File: src/rtl/core/nmea_rmc_time_parser_unit_defines.svh
// Assertion macros shared by the RTL of the RMC time parser.
`ifndef NMEA_RMC_TIME_PARSER_UNIT_DEFINES_SVH
`define NMEA_RMC_TIME_PARSER_UNIT_DEFINES_SVH

// The consequent must hold in the same cycle as the antecedent.
`define NRTP_ASSERT_SAME(label, clk, rst_n, ante, cons) \
  label: assert property (@(posedge clk) disable iff (!rst_n) (ante) |-> (cons)) \
    else $error("nrtp: same-cycle check failed");

// The consequent must hold in the cycle after the antecedent.
`define NRTP_ASSERT_NEXT(label, clk, rst_n, ante, cons) \
  label: assert property (@(posedge clk) disable iff (!rst_n) (ante) |=> (cons)) \
    else $error("nrtp: next-cycle check failed");

`endif

File: src/rtl/core/nrtp_pkg.sv
package nrtp_pkg;

  localparam logic [7:0] CH_LF    = 8'h0A;
  localparam logic [7:0] CH_CR    = 8'h0D;
  localparam logic [7:0] CH_COMMA = 8'h2C;
  localparam logic [7:0] CH_DOT   = 8'h2E;
  localparam logic [7:0] CH_ZERO  = 8'h30;
  localparam logic [7:0] CH_NINE  = 8'h39;
  localparam logic [7:0] CH_A     = 8'h41;

  localparam int US_DIGITS = 6;

  localparam logic [31:0] DAY_SECONDS      = 32'd86400;
  localparam logic [20:0] CIVIL_DAY_OFFSET = 21'd719468;

  // Result fields, last field in the lowest bits.
  typedef struct packed {
    logic [5:0]  pad;
    logic [31:0] update_count;
    logic [29:0] frac_nanoseconds;
    logic [19:0] frac_microseconds;
    logic [31:0] epoch_seconds;
  } result_t;

  // Characters of the sentence header "$GPRMC".
  function automatic logic [7:0] hdr_char(input logic [2:0] pos);
    logic [7:0] c;
    case (pos)
      3'd0:    c = 8'h24;
      3'd1:    c = 8'h47;
      3'd2:    c = 8'h50;
      3'd3:    c = 8'h52;
      3'd4:    c = 8'h4D;
      3'd5:    c = 8'h43;
      default: c = 8'h00;
    endcase
    return c;
  endfunction

  function automatic logic is_digit(input logic [7:0] c);
    return (c >= CH_ZERO) && (c <= CH_NINE);
  endfunction

  // Two-digit decimal accumulate; the value never exceeds 99.
  function automatic logic [6:0] acc2(input logic [6:0] v, input logic [3:0] d);
    logic [9:0] t;
    t = 10'(v) * 10'd10 + 10'(d);
    return t[6:0];
  endfunction

  // Weight of a fraction digit in nanoseconds.
  function automatic logic [29:0] pow_ns(input logic [3:0] idx);
    logic [29:0] w;
    case (idx)
      4'd0:    w = 30'd100000000;
      4'd1:    w = 30'd10000000;
      4'd2:    w = 30'd1000000;
      4'd3:    w = 30'd100000;
      4'd4:    w = 30'd10000;
      4'd5:    w = 30'd1000;
      4'd6:    w = 30'd100;
      4'd7:    w = 30'd10;
      4'd8:    w = 30'd1;
      default: w = 30'd0;
    endcase
    return w;
  endfunction

  // Weight of a fraction digit in microseconds.
  function automatic logic [19:0] pow_us(input logic [3:0] idx);
    logic [19:0] w;
    case (idx)
      4'd0:    w = 20'd100000;
      4'd1:    w = 20'd10000;
      4'd2:    w = 20'd1000;
      4'd3:    w = 20'd100;
      4'd4:    w = 20'd10;
      4'd5:    w = 20'd1;
      default: w = 20'd0;
    endcase
    return w;
  endfunction

  // Days from March 1 to the first of the month, in a year that starts in March.
  function automatic logic [8:0] month_offset(input logic [3:0] m);
    logic [8:0] d;
    case (m)
      4'd1:    d = 9'd306;
      4'd2:    d = 9'd337;
      4'd3:    d = 9'd0;
      4'd4:    d = 9'd31;
      4'd5:    d = 9'd61;
      4'd6:    d = 9'd92;
      4'd7:    d = 9'd122;
      4'd8:    d = 9'd153;
      4'd9:    d = 9'd184;
      4'd10:   d = 9'd214;
      4'd11:   d = 9'd245;
      4'd12:   d = 9'd275;
      default: d = 9'd0;
    endcase
    return d;
  endfunction

  // Exact floor(x / 25) for any 10-bit x, by reciprocal multiplication.
  function automatic logic [5:0] div25(input logic [9:0] x);
    logic [26:0] prod;
    prod = 27'(x) * 27'd5243;
    return prod[22:17];
  endfunction

endpackage

File: src/rtl/core/nmea_rmc_time_parser_unit.sv
// NMEA RMC time parser. One ASCII character enters per transfer on the in_ channel and
// the block sustains one character per clock except when in_tready drops. CR or LF
// closes a line; a line that starts with $GPRMC, has at least ten comma fields, status A, a
// valid HHMMSS[.fff] time and a DDMMYY date with month 1..12 produces one result transfer with
// Unix seconds (year BASE_YEAR+YY, day/hour/minute/second added linearly), the fraction of a
// second truncated to microseconds and nanoseconds (first FRAC_DIGITS digits), and an update
// count that rises by two for each result. After the line end is taken, one register holds the
// day count and time of day, and the next multiplies days by 86400.
// Both result registers may hold a result while the output is stalled; in_tready drops only
// when both are occupied. The checksum field is not checked.
`include "nmea_rmc_time_parser_unit_defines.svh"

module nmea_rmc_time_parser_unit #(
  parameter int BASE_YEAR   = 2000,
  parameter int FRAC_DIGITS = 9
) (
  input  logic         clk,
  input  logic         rst_n,
  input  logic         in_tvalid,
  output logic         in_tready,
  input  logic [7:0]   in_tdata,   // [7:0] rx_byte
  output logic         out_tvalid,
  input  logic         out_tready,
  output logic [119:0] out_tdata   // [31:0] epoch_seconds, [51:32] frac_microseconds,
                                   // [81:52] frac_nanoseconds, [113:82] update_count, rest 0
);
  import nrtp_pkg::*;

  localparam int US_LIMIT = (FRAC_DIGITS < US_DIGITS) ? FRAC_DIGITS : US_DIGITS;

  // Line parser state.
  logic        line_nonempty_r, line_nonempty_nxt;
  logic        prefix_ok_r, prefix_ok_nxt;
  logic [3:0]  field_index_r, field_index_nxt;
  logic [3:0]  field_char_pos_r, field_char_pos_nxt;
  logic        status_active_r, status_active_nxt;
  logic [6:0]  hour_value_r, hour_value_nxt;
  logic [6:0]  minute_value_r, minute_value_nxt;
  logic [6:0]  second_value_r, second_value_nxt;
  logic [29:0] fraction_ns_r, fraction_ns_nxt;
  logic [19:0] fraction_us_r, fraction_us_nxt;
  logic [3:0]  fraction_digits_r, fraction_digits_nxt;
  logic [6:0]  day_value_r, day_value_nxt;
  logic [6:0]  month_value_r, month_value_nxt;
  logic [6:0]  year_value_r, year_value_nxt;
  logic        bad_format_r, bad_format_nxt;
  logic [31:0] sample_counter_r, sample_counter_nxt;

  // First result stage: day count and time of day.
  logic               s1_valid_r;
  logic signed [17:0] s1_days_r;
  logic [18:0]        s1_tod_r;
  logic [19:0]        s1_us_r;
  logic [29:0]        s1_ns_r;
  logic [31:0]        s1_count_r;

  // Output register.
  logic    out_valid_r;
  result_t out_data_r;

  logic       in_fire, is_eol, is_comma, is_dig, emit, out_load;
  logic [7:0] rx;
  logic [3:0] dval;
  logic       close_prefix_bad, close_bad;

  logic [11:0] year_full;
  logic [9:0]  year_q4;
  logic [5:0]  year_q100, year_q400;
  logic [20:0] days_sum;
  logic [20:0] days_total;
  logic [18:0] tod;
  logic [31:0] days_ext;

  assign rx       = in_tdata;
  assign dval     = rx[3:0];
  assign is_eol   = (rx == CH_CR) || (rx == CH_LF);
  assign is_comma = (rx == CH_COMMA);
  assign is_dig   = is_digit(rx);

  assign out_load  = s1_valid_r && (!out_valid_r || out_tready);
  assign in_tready = !s1_valid_r || out_load;
  assign in_fire   = in_tvalid && in_tready;

  // Checks made when a field closes, at a comma or at the line end.
  assign close_prefix_bad = (field_index_r == 4'd0) && (field_char_pos_r < 4'd6);
  assign close_bad = ((field_index_r == 4'd1) &&
                      ((field_char_pos_r < 4'd6) || (field_char_pos_r == 4'd7))) ||
                     ((field_index_r == 4'd9) && (field_char_pos_r != 4'd6));

  assign emit = in_fire && is_eol && line_nonempty_r && prefix_ok_r && !close_prefix_bad &&
                (field_index_r >= 4'd9) && status_active_r && !bad_format_r && !close_bad &&
                (month_value_r >= 7'd1) && (month_value_r <= 7'd12);

  // Days since 1970-01-01 of the date, counted from a March-based year.
  always_comb begin
    year_full = 12'(BASE_YEAR) + 12'(year_value_r) -
                ((month_value_r <= 7'd2) ? 12'd1 : 12'd0);
    year_q4   = year_full[11:2];
    year_q100 = div25(year_q4);
    year_q400 = div25({2'b00, year_full[11:4]});
    days_sum  = 21'(year_full) * 21'd365 + 21'(year_q4) + 21'(year_q400) +
                21'(month_offset(month_value_r[3:0])) - 21'(year_q100);
    // Day zero of the month gives minus one day; the wrap is kept modulo the word width.
    days_total = days_sum - CIVIL_DAY_OFFSET + 21'(day_value_r) - 21'd1;
    tod = 19'(hour_value_r) * 19'd3600 + 19'(minute_value_r) * 19'd60 + 19'(second_value_r);
  end

  always_comb begin
    line_nonempty_nxt   = line_nonempty_r;
    prefix_ok_nxt       = prefix_ok_r;
    field_index_nxt     = field_index_r;
    field_char_pos_nxt  = field_char_pos_r;
    status_active_nxt   = status_active_r;
    hour_value_nxt      = hour_value_r;
    minute_value_nxt    = minute_value_r;
    second_value_nxt    = second_value_r;
    fraction_ns_nxt     = fraction_ns_r;
    fraction_us_nxt     = fraction_us_r;
    fraction_digits_nxt = fraction_digits_r;
    day_value_nxt       = day_value_r;
    month_value_nxt     = month_value_r;
    year_value_nxt      = year_value_r;
    bad_format_nxt      = bad_format_r;
    sample_counter_nxt  = sample_counter_r;

    if (in_fire) begin
      if (is_eol) begin
        if (emit) begin
          sample_counter_nxt = sample_counter_r + 32'd2;
        end
        line_nonempty_nxt   = 1'b0;
        prefix_ok_nxt       = 1'b1;
        field_index_nxt     = 4'd0;
        field_char_pos_nxt  = 4'd0;
        status_active_nxt   = 1'b0;
        hour_value_nxt      = 7'd0;
        minute_value_nxt    = 7'd0;
        second_value_nxt    = 7'd0;
        fraction_ns_nxt     = 30'd0;
        fraction_us_nxt     = 20'd0;
        fraction_digits_nxt = 4'd0;
        day_value_nxt       = 7'd0;
        month_value_nxt     = 7'd0;
        year_value_nxt      = 7'd0;
        bad_format_nxt      = 1'b0;
      end else if (is_comma) begin
        line_nonempty_nxt = 1'b1;
        if (close_prefix_bad) begin
          prefix_ok_nxt = 1'b0;
        end
        if (close_bad) begin
          bad_format_nxt = 1'b1;
        end
        if (field_index_r != 4'd15) begin
          field_index_nxt = field_index_r + 4'd1;
        end
        field_char_pos_nxt = 4'd0;
        // Entering the status field starts it as not active.
        if (field_index_r == 4'd1) begin
          status_active_nxt = 1'b0;
        end
      end else begin
        line_nonempty_nxt = 1'b1;
        if ((field_index_r == 4'd0) && (field_char_pos_r < 4'd6) &&
            (rx != hdr_char(field_char_pos_r[2:0]))) begin
          prefix_ok_nxt = 1'b0;
        end
        if (field_index_r == 4'd1) begin
          if (field_char_pos_r < 4'd6) begin
            if (!is_dig) begin
              bad_format_nxt = 1'b1;
            end else if (field_char_pos_r < 4'd2) begin
              hour_value_nxt = acc2(hour_value_r, dval);
            end else if (field_char_pos_r < 4'd4) begin
              minute_value_nxt = acc2(minute_value_r, dval);
            end else begin
              second_value_nxt = acc2(second_value_r, dval);
            end
          end else if (field_char_pos_r == 4'd6) begin
            if (rx != CH_DOT) begin
              bad_format_nxt = 1'b1;
            end
          end else if (!is_dig) begin
            bad_format_nxt = 1'b1;
          end else begin
            if (fraction_digits_r < 4'(FRAC_DIGITS)) begin
              fraction_ns_nxt = fraction_ns_r + 30'(pow_ns(fraction_digits_r) * 30'(dval));
            end
            // The microsecond sum keeps only the digits that survive truncation.
            if (fraction_digits_r < 4'(US_LIMIT)) begin
              fraction_us_nxt = fraction_us_r + 20'(pow_us(fraction_digits_r) * 20'(dval));
            end
            if (fraction_digits_r != 4'd15) begin
              fraction_digits_nxt = fraction_digits_r + 4'd1;
            end
          end
        end
        if (field_index_r == 4'd2) begin
          status_active_nxt = (field_char_pos_r == 4'd0) && (rx == CH_A);
        end
        if ((field_index_r == 4'd9) && (field_char_pos_r < 4'd6)) begin
          if (!is_dig) begin
            bad_format_nxt = 1'b1;
          end else if (field_char_pos_r < 4'd2) begin
            day_value_nxt = acc2(day_value_r, dval);
          end else if (field_char_pos_r < 4'd4) begin
            month_value_nxt = acc2(month_value_r, dval);
          end else begin
            year_value_nxt = acc2(year_value_r, dval);
          end
        end
        if (field_char_pos_r != 4'd15) begin
          field_char_pos_nxt = field_char_pos_r + 4'd1;
        end
      end
    end
  end

  always_ff @(posedge clk) begin
    if (!rst_n) begin
      line_nonempty_r   <= 1'b0;
      prefix_ok_r       <= 1'b1;
      field_index_r     <= 4'd0;
      field_char_pos_r  <= 4'd0;
      status_active_r   <= 1'b0;
      hour_value_r      <= 7'd0;
      minute_value_r    <= 7'd0;
      second_value_r    <= 7'd0;
      fraction_ns_r     <= 30'd0;
      fraction_us_r     <= 20'd0;
      fraction_digits_r <= 4'd0;
      day_value_r       <= 7'd0;
      month_value_r     <= 7'd0;
      year_value_r      <= 7'd0;
      bad_format_r      <= 1'b0;
      sample_counter_r  <= 32'd0;
      s1_valid_r        <= 1'b0;
      out_valid_r       <= 1'b0;
    end else begin
      line_nonempty_r   <= line_nonempty_nxt;
      prefix_ok_r       <= prefix_ok_nxt;
      field_index_r     <= field_index_nxt;
      field_char_pos_r  <= field_char_pos_nxt;
      status_active_r   <= status_active_nxt;
      hour_value_r      <= hour_value_nxt;
      minute_value_r    <= minute_value_nxt;
      second_value_r    <= second_value_nxt;
      fraction_ns_r     <= fraction_ns_nxt;
      fraction_us_r     <= fraction_us_nxt;
      fraction_digits_r <= fraction_digits_nxt;
      day_value_r       <= day_value_nxt;
      month_value_r     <= month_value_nxt;
      year_value_r      <= year_value_nxt;
      bad_format_r      <= bad_format_nxt;
      sample_counter_r  <= sample_counter_nxt;
      if (emit) begin
        s1_valid_r <= 1'b1;
      end else if (out_load) begin
        s1_valid_r <= 1'b0;
      end
      if (out_load) begin
        out_valid_r <= 1'b1;
      end else if (out_tready) begin
        out_valid_r <= 1'b0;
      end
    end
  end

  assign days_ext = {{14{s1_days_r[17]}}, s1_days_r};

  always_ff @(posedge clk) begin
    if (emit) begin
      s1_days_r  <= days_total[17:0];
      s1_tod_r   <= tod;
      s1_us_r    <= fraction_us_r;
      s1_ns_r    <= fraction_ns_r;
      s1_count_r <= sample_counter_nxt;
    end
    if (out_load) begin
      out_data_r.pad               <= 6'd0;
      out_data_r.update_count      <= s1_count_r;
      out_data_r.frac_nanoseconds  <= s1_ns_r;
      out_data_r.frac_microseconds <= s1_us_r;
      out_data_r.epoch_seconds     <= 32'(days_ext * DAY_SECONDS) + 32'(s1_tod_r);
    end
  end

  assign out_tvalid = out_valid_r;
  assign out_tdata  = out_data_r;

  `NRTP_ASSERT_SAME(a_stall_only_when_full, clk, rst_n, !in_tready, s1_valid_r && out_valid_r)
  `NRTP_ASSERT_NEXT(a_emit_fills_stage, clk, rst_n, emit, s1_valid_r)
  `NRTP_ASSERT_NEXT(a_count_by_two, clk, rst_n, emit,
                    sample_counter_r == $past(sample_counter_r) + 32'd2)
  `NRTP_ASSERT_NEXT(a_line_end_clears, clk, rst_n, in_fire && is_eol,
                    !line_nonempty_r && (field_index_r == 4'd0) && prefix_ok_r)

endmodule
File: config.mk
export PLATFORM = sky130hd
export DESIGN_NAME = nmea_rmc_time_parser_unit
export DESIGN_NICKNAME = d
export VERILOG_FILES = /design/src/rtl/core/nrtp_pkg.sv /design/src/rtl/core/nmea_rmc_time_parser_unit.sv
export VERILOG_INCLUDE_DIRS = /design/src /design/src/rtl/core
export SDC_FILE = /design/constraint.sdc
export NUM_CORES = 1
export LEC_CHECK = 0
export ABC_AREA = 1
export BUFFER_PORTS_ARGS = -buffer_cell sky130_fd_sc_hd__buf_2
export CAP_MARGIN = 20
export CORE_ASPECT_RATIO = 1.25
export CORE_MARGIN = 3
export CORE_UTILIZATION = 65
export DETAILED_ROUTE_END_ITERATION = 7
export PLACE_DENSITY = 0.92
export SLEW_MARGIN = 20
export SYNTH_ARGS = -nofsm -noshare
export SYNTH_HDL_FRONTEND = slang
export SYNTH_SLANG_ARGS = --single-unit
File: constraint.sdc
create_clock -name clk -period 34.9 [get_ports clk]
set_input_delay 1.745 -clock clk [delete_from_list [all_inputs] [get_ports clk]]
set_output_delay 1.745 -clock clk [all_outputs]
set_load 0.05 [all_outputs]
== After elaboration in Yosys (flattened, before gate mapping) ==
Memories as Yosys holds them, arrays and structs flattened. A register that Yosys moved wholly into a read port is not among the register bits.
Index checks and enable logic that the tools add are counted.
Operators by class
  add/sub/neg operators: 24
  $mul: 14
  magnitude comparators: 11
  eq/ne operators: 33
  muxes and demuxes: 116
  reduce and logical (&&, ||, !) cells: 63
Operator list (count)
  $mux 30: 15
  $mux 20: 15
  $mux 7: 37
  $pmux 17 s6: 1
  $mux 32: 3
  $mux 4: 17
  $add 7x4->7: 6
  $mul 7x3->6 const B: 6
  $pmux 7 s6: 1
  $reduce_and 7->1: 5
  $add 32x19->32: 1
  $add 32x2->32 const B: 1
  $mul 32x10->25 const B: 1
  $add 30x30->30: 1
  $mul 30x4->30: 1
  $reduce_bool 2->1: 13
  $mux 1: 24
  $mux 8: 3
  $mul 10x13->23 const B: 1
  $mul 8x13->21 const B: 1
  $add 20x20->20: 1
  $mul 20x4->20: 1
  $add 19x13->19: 1
  $add 19x7->19: 1
  other kinds (48): 104
Word-level totals
  register bits after elaboration: 375
  bits in read-only memories: 544
  bits of input ports: 12
  output and inout port bits: 122
  word-level logic and storage cells: 290
  memories: 2
Memory list
  (name not given): depth 16, bits a word 25, rd ports 1, clocked after memory_dff 1, wr ports 0, RTL line nrtp_pkg.sv:54  | case (idx)
  (name not given): depth 16, bits a word 9, rd ports 1, clocked after memory_dff 1, wr ports 0, RTL line nrtp_pkg.sv:87  | case (m)

== Longest topological paths before layout ==
Gate-level depths: netlist (run 1).
  depth in word-level cells: 19
  depth in mapped cells: 58
  depth with buffers taken out: 58

== Worst setup path after synthesis (run 1) ==
OpenSTA, ideal clock, no wires.
  kind: input -> register
  start: in out_tready
  end: reg s1_count_r[10], enable pin
  library setup time: 0.885 ns
  data arrival time: 13.745 ns
  data required time: 34.015 ns
  path slack: 20.270 ns
  stages: 6
  path buffers: 0
  cell sequence: inv_1 -> nand3_2 -> nand2_4 -> inv_1 -> nand3_2 -> nor4_1
Between the ends
  word-level cells in the longest chain between the ends: 14
RTL lines
  start: declaration: RTL line nmea_rmc_time_parser_unit.sv:23  | input logic out_tready,
  $logic_or 1x1->1: RTL line nmea_rmc_time_parser_unit.sv:80  | assign out_load = s1_valid_r && (!out_valid_r || out_tready);
  $logic_and 1x1->1: RTL line nmea_rmc_time_parser_unit.sv:80
  $logic_or 1x1->1: RTL line nmea_rmc_time_parser_unit.sv:81  | assign in_tready = !s1_valid_r || out_load;
  via in_tready: RTL line nmea_rmc_time_parser_unit.sv:20  | output logic in_tready,
  $logic_and 1x1->1: RTL line nmea_rmc_time_parser_unit.sv:82  | assign in_fire = in_tvalid && in_tready;
  $logic_and 1x1->1 (5 in a row): RTL line nmea_rmc_time_parser_unit.sv:90  | assign emit = in_fire && is_eol && line_nonempty_r && prefix_ok_r && !close_prefix_bad &&
  $logic_and 1x1->1 (4 in a row): RTL line nmea_rmc_time_parser_unit.sv:91  | (field_index_r >= 4'd9) && status_active_r && !bad_format_r && !close_bad &&
  $logic_and 1x1->1: RTL line nmea_rmc_time_parser_unit.sv:92  | (month_value_r >= 7'd1) && (month_value_r <= 7'd12);
  via emit: RTL line nmea_rmc_time_parser_unit.sv:61  | logic in_fire, is_eol, is_comma, is_dig, emit, out_load;
  end signal: assignment: RTL line nmea_rmc_time_parser_unit.sv:277  | s1_count_r <= sample_counter_nxt;
  end: declaration: RTL line nmea_rmc_time_parser_unit.sv:55  | logic [31:0] s1_count_r;
The timed path passes the listed nets, and every way through them passes these cells.
A chain may end at the register's enable or synchronous reset.

== Worst setup path after layout (run 1) ==
  start: reg month_value_r[2]
  end: reg s1_days_r[13], data pin
Between the ends
  word-level cells in the longest chain between the ends: 11
  elaborated cells on any way between the ends: 13
  those cells by class: add/sub (8); mul (3); order compare (1); mux (1)
RTL lines
  start: declaration: RTL line nmea_rmc_time_parser_unit.sv:44  | logic [6:0] month_value_r, month_value_nxt;
  start signal: assignment: RTL line nmea_rmc_time_parser_unit.sv:252  | month_value_r <= month_value_nxt;
  $le 7x2->1 (*): RTL line nmea_rmc_time_parser_unit.sv:97  | ((month_value_r <= 7'd2) ? 12'd1 : 12'd0);
  $mux 1 (*): RTL line nmea_rmc_time_parser_unit.sv:97
  $sub 12x1->12 (*): RTL line nmea_rmc_time_parser_unit.sv:96  | year_full = 12'(BASE_YEAR) + 12'(year_value_r) -
  $mul 12x9->18: RTL line nmea_rmc_time_parser_unit.sv:101  | days_sum = 21'(year_full) * 21'd365 + 21'(year_q4) + 21'(year_q400) +
  $add 18x10->18: RTL line nmea_rmc_time_parser_unit.sv:101
  $add 18x4->18: RTL line nmea_rmc_time_parser_unit.sv:101
  $add 18x9->18: RTL line nmea_rmc_time_parser_unit.sv:101
  $sub 18x6->18 (*): RTL line nmea_rmc_time_parser_unit.sv:102  | 21'(month_offset(month_value_r[3:0])) - 21'(year_q100);
  $sub 18x18->18 (*): RTL line nmea_rmc_time_parser_unit.sv:104  | days_total = days_sum - CIVIL_DAY_OFFSET + 21'(day_value_r) - 21'd1;
  $add 18x7->18 (*): RTL line nmea_rmc_time_parser_unit.sv:104
  $sub 18x1->18 (*): RTL line nmea_rmc_time_parser_unit.sv:104
  via days_total[13]: RTL line nmea_rmc_time_parser_unit.sv:70  | logic [20:0] days_total;
  end signal: assignment: RTL line nmea_rmc_time_parser_unit.sv:273  | s1_days_r <= days_total[17:0];
  end: declaration: RTL line nmea_rmc_time_parser_unit.sv:51  | logic signed [17:0] s1_days_r;
Mark *: on every way through the listed nets, which the timed path passes. The rest lies on a longest branch.

==> results.py, run 1 <==
metrics = {
    "floorplanning": {
        "num_io_pins": 134,
        "die_h_um": 269,
        "die_width_um": 216,
        "dieArea_sq_um": 58100,
        "floorplan.initialDensity_pct": 66.2,
        "core_area_sq_um": 54200,
        "rows": 95,
    },
    "sta": {
        "final.setup.tns_ps": 0,
        "post-route-worst-setup-slack_ps": 23370,
        "drv_slew": 0,
        "timing_hold_violations_final": 0,
        "slew_at_the_pin_closest_to_its_max_slew_limit_ps": 1000,
        "final_min_period_over_clock_period_pct": 33.0,
        "final-setup-viol-count": 0,
        "skew_ps": 34.6,
        "grt_setup_unrepaired": "no",
        "fmaxAchievable_mhz": 86.7,
        "fin_crit_ps": 11530,
        "slew_headroom_pct": 33.2,
    },
    "synth": {
        "number_of_enable_type_register_cells_in_the_synthesized_netlist": 231,
        "synth_warnings": 0,
        "avgSynthCellArea_sq_um": 8.74,
        "ys.flop_type": "edfxtp_1",
        "synth_top_cell_area_share_pct": 19.3,
        "post-synth-top-count-cell": "inv_1",
        "synth.yosys.seq_area_share_pct": 28.8,
        "synthTopCellsByCount": "908 x inv_1, 710 x nand2_1, 458 x ha_1",
        "synthesis.area_sq_um": 35900,
        "synth_async_sr_flop_share_pct": 0,
        "yosysTopAreaCell": "edfxtp_1",
        "ys_seq_elements": 401,
        "synth.area.top_cells": "edfxtp_1 19%, fa_1 17%, ha_1 16%",
        "synthDistinctLibCells": 62,
        "post_synth_inst_count": 4108,
    },
    "cells_and_area": {
        "syn2layout_area_growth_pct": 7.72,
        "finish.net_count": 5021,
        "layoutNonFillerInstCount": 5003,
        "postLayoutCoreUtil_pct": 71.3,
        "layout-drive-gt1-share_pct": 7.02,
    },
    "grt": {
        "overflow": 0,
        "grt_start_max_net_pins": 80,
        "first_global_vias": 28800,
        "grt_pass1_wl_mm": 137,
        "antenna_found_initial": 2,
        "grt_util_all_layers_pct": 28.9,
    },
    "placement": {
        "place.port_buffers": 126,
        "pre_cts_ws_ps": 23480,
        "hpwl_mm": 65.3,
        "placed_cells": 4928,
        "routabilityCongestion": 0.967,
    },
    "worst_setup_path": {
        "worstSetupPathType": "register to register",
        "startpoint_type": "register",
        "critPathMaxFanout": 11,
        "critical-path-top-cell-by-count": "nand2_1",
        "timing.critical_path.to_type": "register",
        "crit_path_top_delay_cell": "fa_1",
        "path_buf_inv": 13,
        "worst-endpoint-required_ps": 35220,
        "arrival_ps": 11850,
        "cp_top_family": "adder cells",
        "critical-path-max-stage-delay_ps": 610,
    },
    "power_and_ir_drop": {
        "p_leak_nw": 19.8,
        "power.density_nw_per_um2": 27.1,
        "vdd.ir_drop.worst_mv": 0.0431,
    },
    "job": {
        "max_cap_violations": 0,
    },
    "clocking": {
        "cts_max_level": 2,
        "ctsResizeCount": 0,
        "cts-root-buf": "clkbuf_16",
        "cts_num_sinks": 401,
        "post_cts_hold_buffer_count": 0,
        "clk_buf_depth": 3,
        "clkLatencyLatePin_ps": 590,
        "cts_buffers": 40,
        "worst_setup_hold_path_clk_slew_ps": 70,
        "tritoncts": "yes",
        "cts.repair_timing.setup_buffer_count": 0,
    },
    "routing": {
        "firstDrtPassIters": 6,
        "route.final.wire_length_mm": 83.3,
        "wire_per_inst_um": 16.7,
        "ant_nets": 0,
        "drc": 0,
        "drt_iter0_drc": 1890,
        "drt-vias-per-instance": 5.59,
        "routed-via-count": 27900,
    },
    "hold_path": {
        "type_of_the_most_critical_hold_path": "register to register",
    },
    "outcome": {
        "status": "complete, no violations",
    },
}
==> flip-flops by register name, summed over array words and instances, names as in the netlist, 4 cells and up, named ones only <==
signal / cells
second_value_r: 7
field_char_pos_r: 4
fraction_ns_r: 30
month_value_r: 7
field_index_r: 4
fraction_digits_r: 4
fraction_us_r: 20
minute_value_r: 7
out_tdata: 113
s1_tod_r: 19
s1_ns_r: 30
s1_count_r: 31
year_value_r: 7
hour_value_r: 7
sample_counter_r: 31
s1_days_r: 18
s1_us_r: 20
day_value_r: 7
==> routing by layer <==
layer	track usage (%)	wire, um
met1	34.1	32300
met5	0	17
met2	52.8	42800
met4	13.6	4140
met3	3.66	4050
==> where the power goes <==
group	internal [mW]	switching, mW	total, mW
Sequential	0.495	0.000702	0.495
Clock	0.252	0.195	0.447
Combinational	0.0360	0.0695	0.106
==> cell usage in the layout, fill, tap and decap left out, types with 7 or more instances in the layout <==
cell type,Yosys,routed
nor2_2,8,8
buf_2,3,126
clkbuf_16,0,42
or2_2,20,20
conb_1,1,7
a21o_1,14,14
o21ai_1,14,14
buf_4,13,12
o21ai_0,104,104
inv_1,908,908
nor2_1,233,233
nor4_1,9,8
nand4_1,53,53
o211ai_1,8,8
nand3_1,153,153
inv_2,18,17
nand2_2,10,10
o21bai_1,9,9
a21oi_1,290,289
a211oi_1,15,15
xor2_1,115,115
a31oi_1,18,18
fa_1,308,308
dfxtp_1,170,170
xnor2_1,55,55
edfxtp_1,231,231
nand3b_1,10,10
nand2_1,710,710
ha_1,458,458
nor3_1,34,34
==> cell families after synthesis <==
kind of cell / after synthesis / synth area share, %
DFF: 401 / 28.8
buffers and inverters: 982 / 10.5
other: 1 / 0.0104
xor gates and xnor gates: 170 / 4.15
adders and majority gates: 766 / 33.1
and+or+nand+nor: 1275 / 15.5
AOI/OAI and AO/OA: 513 / 7.90
==> area by class of cell <==
| type | count | area [sq um] |
|---|---|---|
| diodes | 1 | 2.50 |
| multi-input cells | 2731 | 21800 |
| flip-flops and latches | 401 | 10300 |
| fillers | 3738 | 15500 |
| clock buffers | 51 | 1110 |
| well taps | 727 | 910 |
| repair buffers | 138 | 721 |
| clock inverters | 23 | 243 |
| inverters | 931 | 3510 |
==> final timing paths <==
path | startpoint | to | slack [ps] | cells after the start
worst max-delay path | month_value_r[2] | s1_days_r[13] | 23370 | 56
worst min-delay path | s1_us_r[5] | out_tdata[37] | 410 | 0
worst max register to register | month_value_r[2] | s1_days_r[13] | 23370 | 56
worst min register to register | s1_us_r[5] | out_tdata[37] | 410 | 0
==> stage by stage <==
step | cell area [sq um] | hold slack, ps | power, mW
after floorplan | 35900 | 400 | 0.586
final | 38700 | 414 | 1.05
after CTS | 38700 | 417 | 1.05
after global placement | 37300 | 401 | 0.607
after detailed placement | 37300 | 405 | 0.609
after global routing | 38700 | 421 | 1.08
Note: power is estimated with default switching activity, not from simulation.
==> run 2: changes to the inputs <==
Settings changed: CORE_UTILIZATION 65 to 58, PLACE_DENSITY 0.92 to 0.87.
Clock period 34.9 ns to 9.6 ns, I/O delays scaled along.
==> results.py, run 2 (synthesis gave the netlist of run 1 again) <==
metrics = {
    "grt": {
        "grt_pass1_wl_mm": 139,
        "grt_start_max_net_pins": 70,
        "overflow": 0,
        "first_global_vias": 28700,
        "grt_util_all_layers_pct": 26.0,
        "antenna_found_initial": 1,
    },
    "job": {
        "max_cap_violations": 0,
    },
    "clocking": {
        "tritoncts": "yes",
        "clk_buf_depth": 3,
        "clkLatencyLatePin_ps": 600,
        "cts_num_sinks": 401,
        "cts_buffers": 40,
        "cts-root-buf": "clkbuf_16",
        "post_cts_hold_buffer_count": 0,
        "worst_setup_hold_path_clk_slew_ps": 60,
        "cts_max_level": 2,
    },
    "power_and_ir_drop": {
        "p_leak_nw": 19.8,
        "pwr-share-seq_pct": 47.2,
        "internal_power_mw": 2.83,
        "comb_power_share_pct": 10.2,
        "power.density_nw_per_um2": 95.9,
        "switching_share_pct": 25.8,
        "post-layout-total-power_mw": 3.82,
        "total_switching_power_mw": 0.986,
        "pwr-share-clk_pct": 42.6,
        "vdd.ir_drop.worst_mv": 0.117,
    },
    "sta": {
        "fmaxAchievable_mhz": 103,
        "slew_headroom_pct": 38.6,
        "drv_slew": 0,
        "skew_ps": 38.4,
        "timing_hold_violations_final": 0,
        "slew_at_the_pin_closest_to_its_max_slew_limit_ps": 921,
        "timing.hold.ws_ps": 251,
        "final-setup-viol-count": 7,
        "final_min_period_over_clock_period_pct": 101,
        "fin_crit_ps": 9730,
        "grt_setup_unrepaired": "yes",
        "post-route-worst-setup-slack_ps": -131,
    },
    "hold_path": {
        "timing.hold.worst.start": "out_tready",
        "type_of_the_most_critical_hold_path": "input port to register",
    },
    "worst_setup_path": {
        "crit_path_top_delay_cell": "fa_1",
        "arrival_ps": 10050,
        "critical-path-max-stage-delay_ps": 550,
        "worst_r2r_startpoint": "month_value_r[5]",
        "critPathMaxFanout": 4,
        "worst-endpoint-required_ps": 9910,
        "startpoint_type": "register",
        "crit_path_start": "month_value_r[5]",
        "worstSetupPathType": "register to register",
        "timing.critical_path.to_type": "register",
    },
    "cells_and_area": {
        "largest_register_ffs": 113,
        "highest_count_cells_in_the_layout_ignoring_fill_and_taps": "893 x inv_1, 698 x nand2_1, 444 x ha_1",
        "layout-drive-gt1-share_pct": 10.6,
        "postLayoutCoreUtil_pct": 65.2,
        "most_frequent_standard_cell_in_the_layout_excluding_fill_and_tap_cells": "inv_1",
        "finish.net_count": 5099,
        "syn2layout_area_growth_pct": 10.9,
    },
    "routing": {
        "drc": 0,
        "route.final.wire_length_mm": 84.2,
        "drt-vias-per-instance": 5.38,
        "drt_iter0_drc": 1878,
        "routed-via-count": 27900,
        "ant_nets": 0,
        "firstDrtPassIters": 5,
        "wire_per_inst_um": 16.3,
    },
    "placement": {
        "routabilityCongestion": 0.969,
        "hpwl_mm": 66.5,
        "place.port_buffers": 126,
        "pre_cts_ws_ps": -250,
    },
    "floorplanning": {
        "die_h_um": 284,
        "floorplan.initialDensity_pct": 58.8,
        "num_io_pins": 134,
        "core_area_sq_um": 61000,
        "die_width_um": 229,
        "rows": 101,
        "dieArea_sq_um": 64900,
    },
    "outcome": {
        "status": "finished with violations",
        "violations": "negative setup slack",
    },
}
-- run 2: changes by cell type in the layout (fill, tap and decap cells not counted), moves of 8 or more --
| cell | delta |
|---|---|
| ha_4 | +11 |
| buf_4 | +76 |
| nand2_2 | +8 |
| a21oi_1 | -10 |
| nand2_1 | -12 |
| a21oi_2 | +10 |
| inv_1 | -15 |
| ha_1 | -14 |
| inv_2 | +14 |
-- run 2: repair_timing --
| item | in CTS | in global routing |
|---|---|---|
| cloned | 0 | 0 |
| setup endpoints to repair | 10 | 12 |
| buffers inserted | 4 | 7 |
| pin swaps | 41 | 32 |
| resized for setup | 28 | 30 |
-- run 2: worst paths after layout --
| path | end | slack (ps) | depth (start not counted) |
|---|---|---|---|
| worst max-delay path | s1_days_r[13] | -130 | 56 |
| worst min-delay path | out_tvalid | 250 | 4 |
| worst max register to register | s1_days_r[13] | -130 | 56 |
| worst min register to register | s1_ns_r[2] | 410 | 0 |
-- run 2: worst max-delay path, delay by kind of cell (launching register included) --
family          cells  cell delay (ps)
buf+inv            12              620
compound gates      6              690
xor+xnor            1               80
flops               1              350
simple gates       22             1760
fa+ha+maj          15             5940
-- run 2: final cells by class --
cell class,instances,area (sq um)
well taps,824,1030
clock buffers,48,1070
fillers,4693,21200
flip-flops and latches,401,10300
multi-input cells,2731,22200
repair buffers,216,1320
clock inverters,25,305
diodes,1,2.50
inverters,931,3510
-- run 2: metrics by stage --
stage | cells | setup TNS [ps] | instance area, sq um
floorplan | 4114 | 0 | 36100
global placement | 5093 | -462 | 38100
detailed placement | 5093 | -1370 | 38100
CTS | 5170 | 0 | 39600
global route | 5176 | -3640 | 39800
finish | 5177 | -591 | 39800
-- run 2: per-layer routing --
metal	wire length [um]	up-vias	global-route usage, %	share of wire [%]
li1	-	13500	-	-
met1	33600	13300	31.1	40
met2	42200	851	46.6	50
met3	4040	258	3.12	4.8
met4	4370	0	12.3	5.2
met5	0	-	0	0
-- run 2: power groups by stage --
stage | Sequential [mW] | Combinational [mW] | Clock, mW
after floorplan | 1.84 | 0.292 | 0
after global placement | 1.84 | 0.371 | 0
after detailed placement | 1.84 | 0.379 | 0
after CTS | 1.80 | 0.383 | 1.66
after global routing | 1.80 | 0.442 | 1.71
final | 1.80 | 0.391 | 1.62
